`src/rtl/jsu_pkg.sv`:
```
// Shared types, constants and helper functions for the JSON string unescape unit.
package jsu_pkg;

  localparam int QUEUE_DEPTH = 4;

  localparam logic [7:0] CH_QUOTE     = 8'h22;
  localparam logic [7:0] CH_BACKSLASH = 8'h5C;
  localparam logic [7:0] CH_SLASH     = 8'h2F;
  localparam logic [7:0] CH_B         = 8'h62;
  localparam logic [7:0] CH_F         = 8'h66;
  localparam logic [7:0] CH_N         = 8'h6E;
  localparam logic [7:0] CH_R         = 8'h72;
  localparam logic [7:0] CH_T         = 8'h74;
  localparam logic [7:0] CH_U         = 8'h75;
  localparam logic [7:0] CH_SPACE     = 8'h20;

  localparam logic [15:0] HIGH_SURR_FIRST = 16'hD800;
  localparam logic [15:0] HIGH_SURR_LAST  = 16'hDBFF;
  localparam logic [15:0] LOW_SURR_FIRST  = 16'hDC00;
  localparam logic [15:0] LOW_SURR_LAST   = 16'hDFFF;
  localparam logic [20:0] SUPPLEMENTARY_BASE = 21'h10000;

  typedef enum logic [3:0] {
    ERR_NONE           = 4'd0,
    ERR_NO_OPEN_QUOTE  = 4'd1,
    ERR_CONTROL_BYTE   = 4'd2,
    ERR_BAD_ESCAPE     = 4'd3,
    ERR_BAD_HEX        = 4'd4,
    ERR_BAD_SURROGATE  = 4'd5,
    ERR_UNTERMINATED   = 4'd6,
    ERR_INCOMPLETE_ESC = 4'd7,
    ERR_INCOMPLETE_UNI = 4'd8
  } err_code_t;

  typedef enum logic [6:0] {
    MODE_IDLE      = 7'b0000001,
    MODE_STR       = 7'b0000010,
    MODE_ESC       = 7'b0000100,
    MODE_HEX_FIRST = 7'b0001000,
    MODE_WANT_BSL  = 7'b0010000,
    MODE_WANT_U    = 7'b0100000,
    MODE_HEX_LOW   = 7'b1000000
  } mode_t;

  typedef struct packed {
    logic [7:0] data_byte;
    logic       end_of_text;
  } in_item_t;

  typedef struct packed {
    logic [7:0] out_byte;
    logic       byte_valid;
    logic       string_end;
    logic [3:0] error_code;
    logic       last;
  } out_item_t;

  // One queued job: the results caused by a single input byte.
  typedef struct packed {
    logic [3:0][7:0] bytes;
    logic [1:0]      last_idx;
    logic            byte_valid;
    logic            string_end;
    logic [3:0]      error_code;
  } job_t;

  typedef struct packed {
    logic full;
    logic empty;
  } q_status_t;

  // Digit value in the low four bits; bit 4 is set for a byte that is not hex.
  function automatic logic [4:0] hex_value(input logic [7:0] c);
    logic [4:0] d;
    d = 5'h10;
    if (c >= 8'h30 && c <= 8'h39) begin
      d = {1'b0, 4'(c - 8'h30)};
    end else if (c >= 8'h61 && c <= 8'h66) begin
      d = {1'b0, 4'(c - 8'h57)};
    end else if (c >= 8'h41 && c <= 8'h46) begin
      d = {1'b0, 4'(c - 8'h37)};
    end
    return d;
  endfunction

  function automatic job_t utf8_encode(input logic [20:0] cp);
    job_t j;
    j = '0;
    j.byte_valid = 1'b1;
    j.error_code = ERR_NONE;
    if (cp <= 21'h7F) begin
      j.bytes[0] = cp[7:0];
      j.last_idx = 2'd0;
    end else if (cp <= 21'h7FF) begin
      j.bytes[0] = {3'b110, cp[10:6]};
      j.bytes[1] = {2'b10, cp[5:0]};
      j.last_idx = 2'd1;
    end else if (cp <= 21'hFFFF) begin
      j.bytes[0] = {4'b1110, cp[15:12]};
      j.bytes[1] = {2'b10, cp[11:6]};
      j.bytes[2] = {2'b10, cp[5:0]};
      j.last_idx = 2'd2;
    end else begin
      j.bytes[0] = {5'b11110, cp[20:18]};
      j.bytes[1] = {2'b10, cp[17:12]};
      j.bytes[2] = {2'b10, cp[11:6]};
      j.bytes[3] = {2'b10, cp[5:0]};
      j.last_idx = 2'd3;
    end
    return j;
  endfunction

endpackage

```
`src/rtl/jsu_front.sv`:
```
// Front end: accepts text bytes, tracks the string and escape state and builds result jobs.
module jsu_front (
  input  logic                clk,
  input  logic                rst,
  input  logic                in_valid,
  output logic                in_stall,
  input  jsu_pkg::in_item_t   in_data,
  input  jsu_pkg::q_status_t  q_status,
  output logic                push,
  output jsu_pkg::job_t       push_job
);

  jsu_pkg::mode_t mode, mode_next;
  logic [11:0]    hex_acc, hex_acc_next;
  logic [1:0]     hex_cnt, hex_cnt_next;
  logic [9:0]     high_bits, high_bits_next;

  logic           accept;
  logic           has_job;
  logic           fail_en;
  logic [3:0]     fail_code;
  logic [4:0]     digit;
  logic [15:0]    hex_word;
  logic [20:0]    pair_cp;
  logic [7:0]     c;
  jsu_pkg::job_t  job;

  assign in_stall = q_status.full;
  assign accept   = in_valid && !q_status.full;
  assign c        = in_data.data_byte;
  assign digit    = jsu_pkg::hex_value(c);
  assign hex_word = {hex_acc, digit[3:0]};
  assign pair_cp  = jsu_pkg::SUPPLEMENTARY_BASE + {1'b0, high_bits, 10'b0}
                    + {11'b0, hex_word[9:0]};

  always_comb begin
    mode_next      = mode;
    hex_acc_next   = hex_acc;
    hex_cnt_next   = hex_cnt;
    high_bits_next = high_bits;
    has_job        = 1'b0;
    fail_en        = 1'b0;
    fail_code      = jsu_pkg::ERR_NONE;
    job            = '0;

    if (in_data.end_of_text) begin
      unique case (mode)
        jsu_pkg::MODE_STR: begin
          fail_en   = 1'b1;
          fail_code = jsu_pkg::ERR_UNTERMINATED;
        end
        jsu_pkg::MODE_ESC: begin
          fail_en   = 1'b1;
          fail_code = jsu_pkg::ERR_INCOMPLETE_ESC;
        end
        jsu_pkg::MODE_HEX_FIRST, jsu_pkg::MODE_HEX_LOW: begin
          fail_en   = 1'b1;
          fail_code = jsu_pkg::ERR_INCOMPLETE_UNI;
        end
        jsu_pkg::MODE_WANT_BSL, jsu_pkg::MODE_WANT_U: begin
          fail_en   = 1'b1;
          fail_code = jsu_pkg::ERR_BAD_SURROGATE;
        end
        default: begin
          mode_next      = jsu_pkg::MODE_IDLE;
          hex_acc_next   = '0;
          hex_cnt_next   = '0;
          high_bits_next = '0;
        end
      endcase
    end else begin
      unique case (mode)
        jsu_pkg::MODE_STR: begin
          if (c == jsu_pkg::CH_QUOTE) begin
            mode_next      = jsu_pkg::MODE_IDLE;
            has_job        = 1'b1;
            job.string_end = 1'b1;
          end else if (c < jsu_pkg::CH_SPACE) begin
            fail_en   = 1'b1;
            fail_code = jsu_pkg::ERR_CONTROL_BYTE;
          end else if (c == jsu_pkg::CH_BACKSLASH) begin
            mode_next = jsu_pkg::MODE_ESC;
          end else begin
            has_job        = 1'b1;
            job.bytes[0]   = c;
            job.byte_valid = 1'b1;
          end
        end
        jsu_pkg::MODE_ESC: begin
          has_job        = 1'b1;
          job.byte_valid = 1'b1;
          mode_next      = jsu_pkg::MODE_STR;
          case (c)
            jsu_pkg::CH_QUOTE, jsu_pkg::CH_BACKSLASH, jsu_pkg::CH_SLASH:
                             job.bytes[0] = c;
            jsu_pkg::CH_B:   job.bytes[0] = 8'h08;
            jsu_pkg::CH_F:   job.bytes[0] = 8'h0C;
            jsu_pkg::CH_N:   job.bytes[0] = 8'h0A;
            jsu_pkg::CH_R:   job.bytes[0] = 8'h0D;
            jsu_pkg::CH_T:   job.bytes[0] = 8'h09;
            jsu_pkg::CH_U: begin
              has_job      = 1'b0;
              mode_next    = jsu_pkg::MODE_HEX_FIRST;
              hex_acc_next = '0;
              hex_cnt_next = '0;
            end
            default: begin
              has_job   = 1'b0;
              fail_en   = 1'b1;
              fail_code = jsu_pkg::ERR_BAD_ESCAPE;
            end
          endcase
        end
        jsu_pkg::MODE_HEX_FIRST, jsu_pkg::MODE_HEX_LOW: begin
          if (digit[4]) begin
            fail_en   = 1'b1;
            fail_code = jsu_pkg::ERR_BAD_HEX;
          end else if (hex_cnt != 2'd3) begin
            hex_acc_next = hex_word[11:0];
            hex_cnt_next = hex_cnt + 2'd1;
          end else begin
            hex_acc_next = '0;
            hex_cnt_next = '0;
            if (mode == jsu_pkg::MODE_HEX_FIRST) begin
              if (hex_word >= jsu_pkg::HIGH_SURR_FIRST &&
                  hex_word <= jsu_pkg::HIGH_SURR_LAST) begin
                high_bits_next = hex_word[9:0];
                mode_next      = jsu_pkg::MODE_WANT_BSL;
              end else begin
                mode_next = jsu_pkg::MODE_STR;
                has_job   = 1'b1;
                job       = jsu_pkg::utf8_encode({5'b0, hex_word});
              end
            end else if (hex_word < jsu_pkg::LOW_SURR_FIRST ||
                         hex_word > jsu_pkg::LOW_SURR_LAST) begin
              fail_en   = 1'b1;
              fail_code = jsu_pkg::ERR_BAD_SURROGATE;
            end else begin
              high_bits_next = '0;
              mode_next      = jsu_pkg::MODE_STR;
              has_job        = 1'b1;
              job            = jsu_pkg::utf8_encode(pair_cp);
            end
          end
        end
        jsu_pkg::MODE_WANT_BSL: begin
          if (c == jsu_pkg::CH_BACKSLASH) begin
            mode_next = jsu_pkg::MODE_WANT_U;
          end else begin
            fail_en   = 1'b1;
            fail_code = jsu_pkg::ERR_BAD_SURROGATE;
          end
        end
        jsu_pkg::MODE_WANT_U: begin
          if (c == jsu_pkg::CH_U) begin
            mode_next    = jsu_pkg::MODE_HEX_LOW;
            hex_acc_next = '0;
            hex_cnt_next = '0;
          end else begin
            fail_en   = 1'b1;
            fail_code = jsu_pkg::ERR_BAD_SURROGATE;
          end
        end
        default: begin
          if (c == jsu_pkg::CH_QUOTE) begin
            mode_next      = jsu_pkg::MODE_STR;
            hex_acc_next   = '0;
            hex_cnt_next   = '0;
            high_bits_next = '0;
          end else begin
            fail_en   = 1'b1;
            fail_code = jsu_pkg::ERR_NO_OPEN_QUOTE;
          end
        end
      endcase
    end

    // Every error reports once and drops the block back to waiting for a quote.
    if (fail_en) begin
      mode_next      = jsu_pkg::MODE_IDLE;
      hex_acc_next   = '0;
      hex_cnt_next   = '0;
      high_bits_next = '0;
      has_job        = 1'b1;
      job            = '0;
      job.error_code = fail_code;
    end
  end

  assign push     = accept && has_job;
  assign push_job = job;

  always_ff @(posedge clk) begin
    if (rst) begin
      mode      <= jsu_pkg::MODE_IDLE;
      hex_acc   <= '0;
      hex_cnt   <= '0;
      high_bits <= '0;
    end else if (accept) begin
      mode      <= mode_next;
      hex_acc   <= hex_acc_next;
      hex_cnt   <= hex_cnt_next;
      high_bits <= high_bits_next;
    end
  end

endmodule

```
`src/rtl/jsu_queue.sv`:
```
// Small job queue between the front end and the result sequencer.
module jsu_queue #(
  parameter int DEPTH = jsu_pkg::QUEUE_DEPTH
) (
  input  logic               clk,
  input  logic               rst,
  input  logic               push,
  input  jsu_pkg::job_t      push_job,
  input  logic               pop,
  output jsu_pkg::job_t      head,
  output jsu_pkg::q_status_t status
);

  localparam int PW = (DEPTH > 1) ? $clog2(DEPTH) : 1;
  localparam int CW = $clog2(DEPTH + 1);
  localparam logic [PW-1:0] LAST_PTR = PW'(DEPTH - 1);
  localparam logic [CW-1:0] FULL_CNT = CW'(DEPTH);

  jsu_pkg::job_t mem [DEPTH];
  logic [PW-1:0] wr_ptr, rd_ptr;
  logic [CW-1:0] count;
  logic          do_push, do_pop;

  assign status.full  = (count == FULL_CNT);
  assign status.empty = (count == '0);
  assign do_push      = push && !status.full;
  assign do_pop       = pop && !status.empty;
  assign head         = mem[rd_ptr];

  always_ff @(posedge clk) begin
    if (do_push) begin
      mem[wr_ptr] <= push_job;
    end
  end

  always_ff @(posedge clk) begin
    if (rst) begin
      wr_ptr <= '0;
      rd_ptr <= '0;
      count  <= '0;
    end else begin
      if (do_push) begin
        wr_ptr <= (wr_ptr == LAST_PTR) ? '0 : wr_ptr + PW'(1);
      end
      if (do_pop) begin
        rd_ptr <= (rd_ptr == LAST_PTR) ? '0 : rd_ptr + PW'(1);
      end
      if (do_push && !do_pop) begin
        count <= count + CW'(1);
      end else if (do_pop && !do_push) begin
        count <= count - CW'(1);
      end
    end
  end

endmodule

```
`src/rtl/jsu_back.sv`:
```
// Back end: steps through the bytes of the job at the queue head, one result per transaction.
module jsu_back (
  input  logic                clk,
  input  logic                rst,
  input  jsu_pkg::job_t       head,
  input  jsu_pkg::q_status_t  q_status,
  output logic                pop,
  output logic                out_valid,
  input  logic                out_stall,
  output jsu_pkg::out_item_t  out_data
);

  logic [1:0] idx;
  logic       is_last;
  logic       taken;

  assign out_valid = !q_status.empty;
  assign is_last   = (idx == head.last_idx);
  assign taken     = out_valid && !out_stall;
  assign pop       = taken && is_last;

  always_comb begin
    out_data            = '0;
    out_data.out_byte   = head.byte_valid ? head.bytes[idx] : 8'h00;
    out_data.byte_valid = head.byte_valid;
    out_data.string_end = head.string_end;
    out_data.error_code = head.error_code;
    out_data.last       = is_last;
  end

  always_ff @(posedge clk) begin
    if (rst) begin
      idx <= '0;
    end else if (taken) begin
      idx <= is_last ? 2'd0 : idx + 2'd1;
    end
  end

endmodule

```
`src/rtl/json_string_unescape_utf8_unit.sv`:
```
// Top level of the JSON string unescape unit with UTF-8 output.
//
//   Channel  Direction  Handshake          Payload
//   in       input      in_valid/in_stall   jsu_pkg::in_item_t  (data_byte, end_of_text)
//   out      output     out_valid/out_stall jsu_pkg::out_item_t (out_byte .. last)
//
// One text byte is accepted per cycle while the job queue has a free slot.
// Each result is one output transaction; a byte that decodes to a four-byte
// code point yields four results, stepped out by the result sequencer.
// A byte's results are held in the job queue memory before they reach the output.
// Reset clears the decode state and empties the queue.
// Output stalls back up into the queue; input stalls only when it is full.
module json_string_unescape_utf8_unit #(
  parameter int QUEUE_DEPTH = jsu_pkg::QUEUE_DEPTH
) (
  input  logic               clk,
  input  logic               rst,
  input  logic               in_valid,
  output logic               in_stall,
  input  jsu_pkg::in_item_t  in_data,
  output logic               out_valid,
  input  logic               out_stall,
  output jsu_pkg::out_item_t out_data
);

  jsu_pkg::q_status_t q_status;
  jsu_pkg::job_t      push_job;
  jsu_pkg::job_t      head;
  logic               push;
  logic               pop;

  jsu_front u_front (
    .clk      (clk),
    .rst      (rst),
    .in_valid (in_valid),
    .in_stall (in_stall),
    .in_data  (in_data),
    .q_status (q_status),
    .push     (push),
    .push_job (push_job)
  );

  jsu_queue #(
    .DEPTH (QUEUE_DEPTH)
  ) u_queue (
    .clk      (clk),
    .rst      (rst),
    .push     (push),
    .push_job (push_job),
    .pop      (pop),
    .head     (head),
    .status   (q_status)
  );

  jsu_back u_back (
    .clk       (clk),
    .rst       (rst),
    .head      (head),
    .q_status  (q_status),
    .pop       (pop),
    .out_valid (out_valid),
    .out_stall (out_stall),
    .out_data  (out_data)
  );

endmodule

```
`config.mk`:
```
export PLATFORM = sky130hd
export DESIGN_NAME = json_string_unescape_utf8_unit
export DESIGN_NICKNAME = d
export VERILOG_FILES = /design/src/rtl/jsu_pkg.sv /design/src/rtl/jsu_front.sv /design/src/rtl/jsu_queue.sv /design/src/rtl/jsu_back.sv /design/src/rtl/json_string_unescape_utf8_unit.sv
export SDC_FILE = /design/constraint.sdc
export NUM_CORES = 1
export LEC_CHECK = 0
export ABC_CLOCK_PERIOD_IN_PS = 4450
export BUFFER_PORTS_ARGS = -buffer_cell sky130_fd_sc_hd__buf_2
export CORE_MARGIN = 2
export CORE_UTILIZATION = 56
export DETAILED_ROUTE_END_ITERATION = 8
export PLACE_DENSITY = 0.84
export SLEW_MARGIN = 20
export SYNTH_ARGS = -nofsm -noshare
export SYNTH_HDL_FRONTEND = slang
export SYNTH_SLANG_ARGS = --single-unit
export TNS_END_PERCENT = 100
```
`constraint.sdc`:
```
create_clock -name clk -period 4.45 [get_ports clk]
set_input_delay 0.89 -clock clk [delete_from_list [all_inputs] [get_ports clk]]
set_output_delay 0.89 -clock clk [all_outputs]
set_load 0.01 [all_outputs]
```
==> reports/summary.json, run 1 <==
{
  "outcome": {"value": "complete, no violations"},
  "crit_cells": {"value": 12},
  "clock_insertion_delay_worst_skew": {"value": 0.44, "unit": "ns"},
  "final_min_period_over_clock_period": {"value": 0.8934},
  "via_count": {"value": 6882},
  "clk_transition_reported_paths": {"value": 0.07, "unit": "ns"},
  "power.switching": {"value": 1.041, "unit": "mW"},
  "worstReg2RegEnd": {"value": "u_queue.count[2]"},
  "pin_count_of_the_biggest_net_entering_global_routing": {"value": 44},
  "postRouteWirelength": {"value": 23870, "unit": "um"},
  "gp_routability_congestion": {"value": 0.9642},
  "worstSetupPathType": {"value": "register to register"},
  "critPathSlowestCell": {"value": "sky130_fd_sc_hd__nor4_1"},
  "layout-area-overhead-vs-synth": {"value": 12.10, "unit": "%"},
  "synthDominantCellAreaShare": {"value": 0.4604},
  "grt_pass1_wl": {"value": 37610, "unit": "um"},
  "cpPeakStageDelay": {"value": 0.60, "unit": "ns"},
  "synth-edff-count": {"value": 144},
  "floorplan.die_area": {"value": 0.01782, "unit": "mm2"},
  "htreeDepth": {"value": 4},
  "fraction_of_the_yosys_area_taken_by_sequential_cells": {"value": 0.5500},
  "detail_route.first_pass.iterations": {"value": 6},
  "place_inst": {"value": 1013},
  "cts_tree": {"value": "built"},
  "ios": {"value": 30},
  "post_route_cells_drive_above_1_share": {"value": 0.1988},
  "remaining_drc_errors": {"value": 0},
  "power_frac_clock": {"value": 0.373},
  "drt_iter0_drc": {"value": 881},
  "post-synth-top-area-cell": {"value": "sky130_fd_sc_hd__edfxtp_1"},
  "timing.hold.ws": {"value": 0.4879, "unit": "ns"},
  "r2r_start": {"value": "u_front.mode[1]"},
  "hold_viol_final": {"value": 0},
  "swShare": {"value": 0.2590},
  "critical_path_required": {"value": 4.81, "unit": "ns"},
  "cts.root.buffer_cell": {"value": "sky130_fd_sc_hd__clkbuf_16"},
  "clock_tree.buffer_depth": {"value": 2},
  "post_synth_inst_count": {"value": 770},
  "synth-warning-count": {"value": 0},
  "antenna_violations_before_repair": {"value": 0},
  "cts-buffers-inserted": {"value": 17},
  "hold_buffers": {"value": 0},
  "count_of_antenna_violating_nets_left_after_detailed_routing": {"value": 0},
  "power.leakage": {"value": 3.583, "unit": "nW"},
  "internal_power": {"value": 2.978, "unit": "mW"},
  "regToRegSetupSlack": {"value": 0.47, "unit": "ns"},
  "critical_path.n_buffers_inverters": {"value": 1},
  "fin_setup_tns": {"value": 0, "unit": "ns"},
  "critical_path_peak_fanout": {"value": 8},
  "synth_top_area_cells": {"value": "sky130_fd_sc_hd__edfxtp_1, sky130_fd_sc_hd__mux4_2, sky130_fd_sc_hd__dfxtp_1, sky130_fd_sc_hd__a21oi_1, sky130_fd_sc_hd__nor2_1"},
  "startpoint_type": {"value": "register"},
  "async_reset_ff_frac": {"value": 0},
  "transition_time_at_the_pin_with_the_least_slew_margin": {"value": 1.013, "unit": "ns"},
  "crit_path_cell_trace": {"value": "nor4_1, nand3_1, nor2_2, o21ai_0, o211a_1, a221oi_2, ha_1, inv_1, fa_1, xor2_1, or3_1, a21oi_1"},
  "fmax": {"value": 0.2515, "unit": "GHz"},
  "finalCriticalPeriod": {"value": 3.976, "unit": "ns"},
  "power.share.sequential": {"value": 0.489},
  "timing.reg2reg.worst_path_depth": {"value": 12},
  "die_h": {"value": 133.5, "unit": "um"},
  "detail_route.wl_per_cell": {"value": 22.84, "unit": "um"},
  "avg_vias_per_cell": {"value": 6.586},
  "fin_total_pwr": {"value": 4.018, "unit": "mW"},
  "power-per-cell-area": {"value": 381.7, "unit": "mW/mm2"},
  "area_of_the_mapped_netlist": {"value": 0.009392, "unit": "mm2"},
  "avg_cell_area_syn": {"value": 12.20, "unit": "um2"},
  "track_usage": {"value": 0.2774},
  "num-nets-final": {"value": 840},
  "port-buffer-count": {"value": 29},
  "fillCellCount": {"value": 1196},
  "core_area": {"value": 0.01647, "unit": "mm2"},
  "fin_worst_skew": {"value": 0.01568, "unit": "ns"},
  "synth.net_count": {"value": 798},
  "kind_of_path_behind_the_tightest_hold_check": {"value": "register to register"},
  "first_global_vias": {"value": 6691},
  "final-max-slew-violation-count": {"value": 0},
  "antenna-diode-count": {"value": 0},
  "max_cap_violations": {"value": 0},
  "ys_flop_type": {"value": "sky130_fd_sc_hd__edfxtp_1"},
  "grt_setup_unrepaired": {"value": "no"},
  "end_kind": {"value": "register"},
  "crit_end": {"value": "u_queue.count[2]"},
  "die_w": {"value": 133.5, "unit": "um"},
  "yosys.cell_types.count": {"value": 78},
  "globalRoute.totalOverflow": {"value": 0},
  "numClockSinks": {"value": 186},
  "dpl.hpwl": {"value": 16160, "unit": "um"},
  "timing.final.setup_violations": {"value": 0},
  "layout_cells_excl_fill": {"value": 1045},
  "maxSlewHeadroom": {"value": 0.3174},
  "power.combinational.fraction": {"value": 0.138},
  "synthTopCellsByCount": {"value": "sky130_fd_sc_hd__edfxtp_1, sky130_fd_sc_hd__nor2_1, sky130_fd_sc_hd__nand2_1"},
  "peakVddDrop": {"value": 0.2964, "unit": "mV"},
  "synthMostInstantiatedCell": {"value": "sky130_fd_sc_hd__edfxtp_1"},
  "synth_seq_cells": {"value": 186},
  "placed_instance_area": {"value": 0.009923, "unit": "mm2"},
  "floorplan.rows": {"value": 47},
  "starting_density_of_the_core": {"value": 0.5704},
  "timing.critical_path.from": {"value": "u_front.mode[1]"},
  "critical-path-top-delay-family": {"value": "simple AND/OR/NAND/NOR gates"},
  "cp.arrival": {"value": 4.34, "unit": "ns"},
  "final_cell_area": {"value": 0.01053, "unit": "mm2"}
}
==> flip-flops by register name, summed over array words and instances (netlist names), named ones only <==
| name | flops |
|---|---|
| u_front.high_bits | 10 |
| u_back.idx | 2 |
| u_front.mode | 7 |
| u_queue.count | 3 |
| u_queue.rd_ptr | 2 |
| u_queue.wr_ptr | 2 |
| u_queue.mem | 144 |
| u_front.hex_cnt | 2 |
| u_front.hex_acc | 12 |
==> stage by stage <==
step	setup WS, ns	util
finish	0.4742	0.6394
global route	0.1470	0.6394
CTS	0.4480	0.6392
detailed placement	0.1385	0.6027
floorplan	0.1841	-
global placement	0.1864	0.6027
==> power groups by stage <==
stage               logic, mW  clock network [mW]  registers [mW]
floorplan               0.407                   0            1.97
global route            0.600                1.58            1.97
detailed placement      0.549                   0            2.00
global placement        0.534                   0            2.00
CTS                     0.557                1.52            1.97
finish                  0.554                1.50            1.97
==> routing by layer <==
metal	wire length (um)	global-route usage	up-vias
met5	0	0	-
met4	795	0.1017	0
met3	1803	0.06012	69
met2	11460	0.4470	368
met1	9813	0.3746	3374
li1	-	-	3071
==> worst register-to-register path, stage by stage (launching register included) <==
cell and delay [ns]:
sky130_fd_sc_hd__dfxtp_1 0.39, sky130_fd_sc_hd__nor4_1 0.60, sky130_fd_sc_hd__nand3_1 0.43, sky130_fd_sc_hd__nor2_2 0.46
sky130_fd_sc_hd__o21ai_0 0.18, sky130_fd_sc_hd__o211a_1 0.17, sky130_fd_sc_hd__a221oi_2 0.29, sky130_fd_sc_hd__ha_1 0.25
sky130_fd_sc_hd__inv_1 0.08, sky130_fd_sc_hd__fa_1 0.43, sky130_fd_sc_hd__xor2_1 0.17, sky130_fd_sc_hd__or3_1 0.31
sky130_fd_sc_hd__a21oi_1 0.14
==> what timing repair did <==
item,CTS,global route
setup endpoints to repair,0,1
resized for setup,0,1
buffers inserted,0,0
==> cell type report <==
type,instances,area [um2],area share
tap,220,275.3,0.02615
clock buffer,20,478.0,0.04540
timing repair buffer,60,427.9,0.04065
inverter,19,76.32,0.007250
sequential,186,5166,0.4907
multi-input combinational,528,3980,0.3781
clock inverter,12,123.9,0.01177
==> placed cells by master (no fill, tap or decap), types with 15 or more instances in the layout <==
master and n:
sky130_fd_sc_hd__inv_1 18, sky130_fd_sc_hd__mux4_2 42, sky130_fd_sc_hd__buf_4 27, sky130_fd_sc_hd__nor2b_1 15
sky130_fd_sc_hd__nand3_1 24, sky130_fd_sc_hd__dfxtp_1 41, sky130_fd_sc_hd__nor2_1 70, sky130_fd_sc_hd__clkbuf_16 18
sky130_fd_sc_hd__nand2_1 63, sky130_fd_sc_hd__edfxtp_1 144, sky130_fd_sc_hd__a21oi_1 58, sky130_fd_sc_hd__o21ai_0 25
sky130_fd_sc_hd__buf_2 29, sky130_fd_sc_hd__or3_1 21
==> how the worst min path moves through the flow <==
stage          cells past startpoint                  to  slack (ns)          startpoint
5_1_grt                            2  u_front.hex_cnt[0]        0.51  u_front.hex_cnt[0]
3_3_place_gp                       2  u_front.hex_cnt[0]        0.46  u_front.hex_cnt[0]
2_1_floorplan                      2  u_front.hex_cnt[0]        0.44  u_front.hex_cnt[0]
6_report                           2  u_front.hex_cnt[0]        0.49  u_front.hex_cnt[0]
4_1_cts                            2  u_front.hex_cnt[0]        0.49  u_front.hex_cnt[0]
3_5_place_dp                       2  u_front.hex_cnt[0]        0.47  u_front.hex_cnt[0]
==> kinds of logic after synthesis <==
family	Yosys count	share of synthesized area
AOI/OAI and AO/OA	168	0.1234
muxes	55	0.1148
xor gates and xnor gates	9	0.008394
DFF	186	0.5500
and+or+nand+nor	281	0.1556
buffers and inverters	56	0.02704
adders and majority gates	15	0.02078
Power figures use the tool's default switching activity.
==> run 2, diff against run 1 <==
Settings changed: PLACE_DENSITY 0.84 to 0.76.
==> run 2 against run 1 <==
  * Via count fell by 0.44%
  * Clock-buffer cell count fell by 3
  * Sequential share of layout area fell by 0.83 points
  * Die area did not move
  * Total power rose by 1.5%
  * Non-clock buffer count rose by 21
  * Routed wire length rose by 4.7%
  * Worst hold slack got worse by 0.014 ns
  * Flip-flop and latch count did not move
  * First-iteration DRC count fell by 29%
  * Critical path depth rose by 4
==> reports/summary.json, run 2 (synthesis results as in run 1) <==
{
  "crit_end": {"value": "u_queue.mem[0][20]"},
  "dpl.hpwl": {"value": 17600, "unit": "um", "change": "+8.9%"},
  "fin_total_pwr": {"value": 4.080, "unit": "mW", "change": "+1.5%"},
  "num-nets-final": {"value": 861, "change": "+2.5%"},
  "peakVddDrop": {"value": 0.2735, "unit": "mV", "change": "-7.7%"},
  "swShare": {"value": 0.2654, "change": "+0.006363"},
  "ios": {"value": 30, "change": "unchanged"},
  "pre_cts_slack": {"value": 0.1669, "unit": "ns", "change": "+0.02834 ns"},
  "grt_setup_unrepaired": {"value": "no"},
  "timing.hold.ws": {"value": 0.4741, "unit": "ns", "change": "-0.01379 ns"},
  "final-max-slew-violation-count": {"value": 0, "change": "unchanged"},
  "core_area": {"value": 0.01647, "unit": "mm2", "change": "unchanged"},
  "numClockSinks": {"value": 186, "change": "unchanged"},
  "final_core_util": {"value": 0.6504, "change": "+0.01102"},
  "power.leakage": {"value": 3.694, "unit": "nW", "change": "+3.1%"},
  "power.combinational.fraction": {"value": 0.136, "change": "-0.002"},
  "final_cell_area": {"value": 0.01071, "unit": "mm2", "change": "+1.7%"},
  "timing.reg2reg.worst_path_depth": {"value": 11, "change": "-1"},
  "floorplan.rows": {"value": 47, "change": "unchanged"},
  "registers.top_by_ff_count": {"value": "u_queue.mem"},
  "postRouteWirelength": {"value": 24990, "unit": "um", "change": "+4.7%"},
  "antenna-diode-count": {"value": 0, "change": "unchanged"},
  "power-per-cell-area": {"value": 381.0, "unit": "mW/mm2", "change": "-0.18%"},
  "power.switching": {"value": 1.083, "unit": "mW", "change": "+4.0%"},
  "critical_path_peak_fanout": {"value": 8, "change": "unchanged"},
  "post-route-worst-setup-slack": {"value": 0.5277, "unit": "ns", "change": "+0.05350 ns"},
  "first_global_vias": {"value": 6782, "change": "+1.4%"},
  "count_of_instances_resized_after_the_clock_tree_is_built": {"value": 0, "change": "unchanged"},
  "internal_power": {"value": 2.997, "unit": "mW", "change": "+0.66%"},
  "clock_tree.buffer_depth": {"value": 2, "change": "unchanged"},
  "fillCellCount": {"value": 1232, "change": "+3.0%"},
  "cts-buffers-inserted": {"value": 17, "change": "unchanged"},
  "worstReg2RegEnd": {"value": "u_queue.mem[0][20]"},
  "finalCriticalPeriod": {"value": 3.922, "unit": "ns", "change": "-0.05350 ns"},
  "track_usage": {"value": 0.2925, "change": "+0.01514"},
  "fmax": {"value": 0.2550, "unit": "GHz", "change": "+1.4%"},
  "final_min_period_over_clock_period": {"value": 0.8814, "change": "-0.01202"},
  "start_point_of_the_worst_min_delay_path": {"value": "u_front.hex_cnt[0]"},
  "outcome": {"value": "complete, no violations"},
  "end_kind": {"value": "register"},
  "starting_density_of_the_core": {"value": 0.5704, "change": "unchanged"},
  "count_of_antenna_violating_nets_left_after_detailed_routing": {"value": 0, "change": "unchanged"},
  "clk_transition_reported_paths": {"value": 0.07, "unit": "ns", "change": "about the same"},
  "detail_route.wl_per_cell": {"value": 23.44, "unit": "um", "change": "+2.6%"},
  "final_common_cell": {"value": "sky130_fd_sc_hd__edfxtp_1"},
  "layout-area-overhead-vs-synth": {"value": 14.03, "unit": "%"},
  "transition_time_at_the_pin_with_the_least_slew_margin": {"value": 0.9632, "unit": "ns", "change": "-0.04991 ns"},
  "pin_count_of_the_biggest_net_entering_global_routing": {"value": 44, "change": "unchanged"},
  "place_inst": {"value": 1034, "change": "+2.1%"},
  "post-cts-setup-buffers": {"value": 0, "change": "unchanged"},
  "floorplan.die_area": {"value": 0.01782, "unit": "mm2", "change": "unchanged"},
  "top_regs": {"value": "u_queue.mem x144, u_front.hex_acc x12, u_front.high_bits x10"},
  "antenna_violations_before_repair": {"value": 0, "change": "unchanged"},
  "clock_insertion_delay_worst_skew": {"value": 0.43, "unit": "ns", "change": "about the same"},
  "r2r_start": {"value": "u_front.mode[1]"},
  "critical_path_required": {"value": 4.74, "unit": "ns", "change": "-0.07 ns"},
  "startpoint_type": {"value": "input port"},
  "post_route_cells_drive_above_1_share": {"value": 0.2163, "change": "+0.01752"},
  "final_cell_mix": {"value": "sky130_fd_sc_hd__edfxtp_1, sky130_fd_sc_hd__nor2_1, sky130_fd_sc_hd__nand2_1"},
  "fin_setup_tns": {"value": 0, "unit": "ns", "change": "unchanged"},
  "area_of_the_multi_input_gates": {"value": 0.003976, "unit": "mm2", "change": "about the same"},
  "kind_of_path_behind_the_tightest_hold_check": {"value": "register to register"},
  "drt_iter0_drc": {"value": 624, "change": "-29%"},
  "htreeDepth": {"value": 4, "change": "unchanged"},
  "placed_instance_area": {"value": 0.01009, "unit": "mm2", "change": "+1.7%"},
  "largest_register_ff_count": {"value": 144, "change": "unchanged"},
  "power_frac_clock": {"value": 0.379, "change": "+0.006"},
  "gp_routability_congestion": {"value": 0.9539, "change": "-1.1%"},
  "max_cap_violations": {"value": 0, "change": "unchanged"},
  "globalRoute.totalOverflow": {"value": 0, "change": "unchanged"},
  "cts_tree": {"value": "built"},
  "die_w": {"value": 133.5, "unit": "um", "change": "unchanged"},
  "timing.final.setup_violations": {"value": 0, "change": "unchanged"},
  "remaining_drc_errors": {"value": 0, "change": "unchanged"},
  "detail_route.first_pass.iterations": {"value": 5, "change": "-1"},
  "fin_worst_skew": {"value": 0.008571, "unit": "ns", "change": "-0.007111 ns"},
  "layout_cells_excl_fill": {"value": 1066, "change": "+2.0%"},
  "maxSlewHeadroom": {"value": 0.3578, "change": "+0.04041"},
  "timing.critical_path.from": {"value": "in_data[1]"},
  "hold_viol_final": {"value": 0, "change": "unchanged"},
  "cts.root.buffer_cell": {"value": "sky130_fd_sc_hd__clkbuf_16"},
  "via_count": {"value": 6852, "change": "-0.44%"},
  "register_area": {"value": 0.005166, "unit": "mm2", "change": "unchanged"},
  "worstSetupPathType": {"value": "input port to register"},
  "hold_buffers": {"value": 0, "change": "unchanged"},
  "regToRegSetupSlack": {"value": 0.73, "unit": "ns", "change": "+0.26 ns"},
  "avg_vias_per_cell": {"value": 6.428, "change": "-2.4%"},
  "power.share.sequential": {"value": 0.484, "change": "-0.005"},
  "grt_pass1_wl": {"value": 38870, "unit": "um", "change": "+3.4%"},
  "cp.arrival": {"value": 4.21, "unit": "ns", "change": "-0.13 ns"},
  "port-buffer-count": {"value": 29, "change": "unchanged"},
  "die_h": {"value": 133.5, "unit": "um", "change": "unchanged"}
}
-- run 2: cell count changes in the layout (fill, tap and decap cells not counted), moves of 2 or more --
cell and change:
sky130_fd_sc_hd__inv_8 +4, sky130_fd_sc_hd__inv_6 -3, sky130_fd_sc_hd__clkbuf_8 -2, sky130_fd_sc_hd__buf_4 +20
-- run 2: how the worst min path moves through the flow --
stage	end	slack, ns	cells past startpoint
final	u_front.hex_cnt[0]	0.47	2
after floorplan	u_front.hex_cnt[0]	0.44	2
after CTS	u_front.hex_cnt[0]	0.48	2
after global placement	u_front.hex_cnt[0]	0.45	2
after global routing	u_front.hex_cnt[0]	0.52	2
after detailed placement	u_front.hex_cnt[0]	0.47	2
-- run 2: per-layer routing --
metal	routed length (um)	GRT usage	vias to the layer above
met3	1799	0.06164	49
met2	12080	0.4628	286
met4	580	0.09811	0
li1	-	-	3106
met1	10530	0.4086	3411
met5	0	0	-
-- run 2: critical path: stages --
cell and delay, ns:
sky130_fd_sc_hd__buf_2 0.11, sky130_fd_sc_hd__inv_1 0.06, sky130_fd_sc_hd__buf_4 0.15, sky130_fd_sc_hd__ha_1 0.37, sky130_fd_sc_hd__nand3b_1 0.12, sky130_fd_sc_hd__o22ai_1 0.15
sky130_fd_sc_hd__o21ai_1 0.19, sky130_fd_sc_hd__buf_4 0.22, sky130_fd_sc_hd__a2111oi_2 0.42, sky130_fd_sc_hd__nor2_1 0.08, sky130_fd_sc_hd__a21oi_1 0.13, sky130_fd_sc_hd__a2bb2oi_1 0.18
sky130_fd_sc_hd__buf_4 0.19, sky130_fd_sc_hd__o21ai_0 0.09, sky130_fd_sc_hd__o41ai_1 0.60, sky130_fd_sc_hd__buf_4 0.26
-- run 2: layout make-up --
cell class | instances | share of cell area
flip-flops and latches | 186 | 0.4824
multi-input cells | 528 | 0.3713
repair buffers | 81 | 0.05585
clock buffers | 17 | 0.03972
well taps | 220 | 0.02570
clock inverters | 15 | 0.01788
inverters | 19 | 0.007127
-- run 2: power by group through the flow --
stage | registers, mW | logic (mW) | clock network (mW)
2_1_floorplan | 1.97 | 0.407 | 0
3_3_place_gp | 2.00 | 0.543 | 0
3_5_place_dp | 2.01 | 0.558 | 0
4_1_cts | 1.98 | 0.563 | 1.57
5_1_grt | 1.98 | 0.602 | 1.63
6_report | 1.98 | 0.556 | 1.55
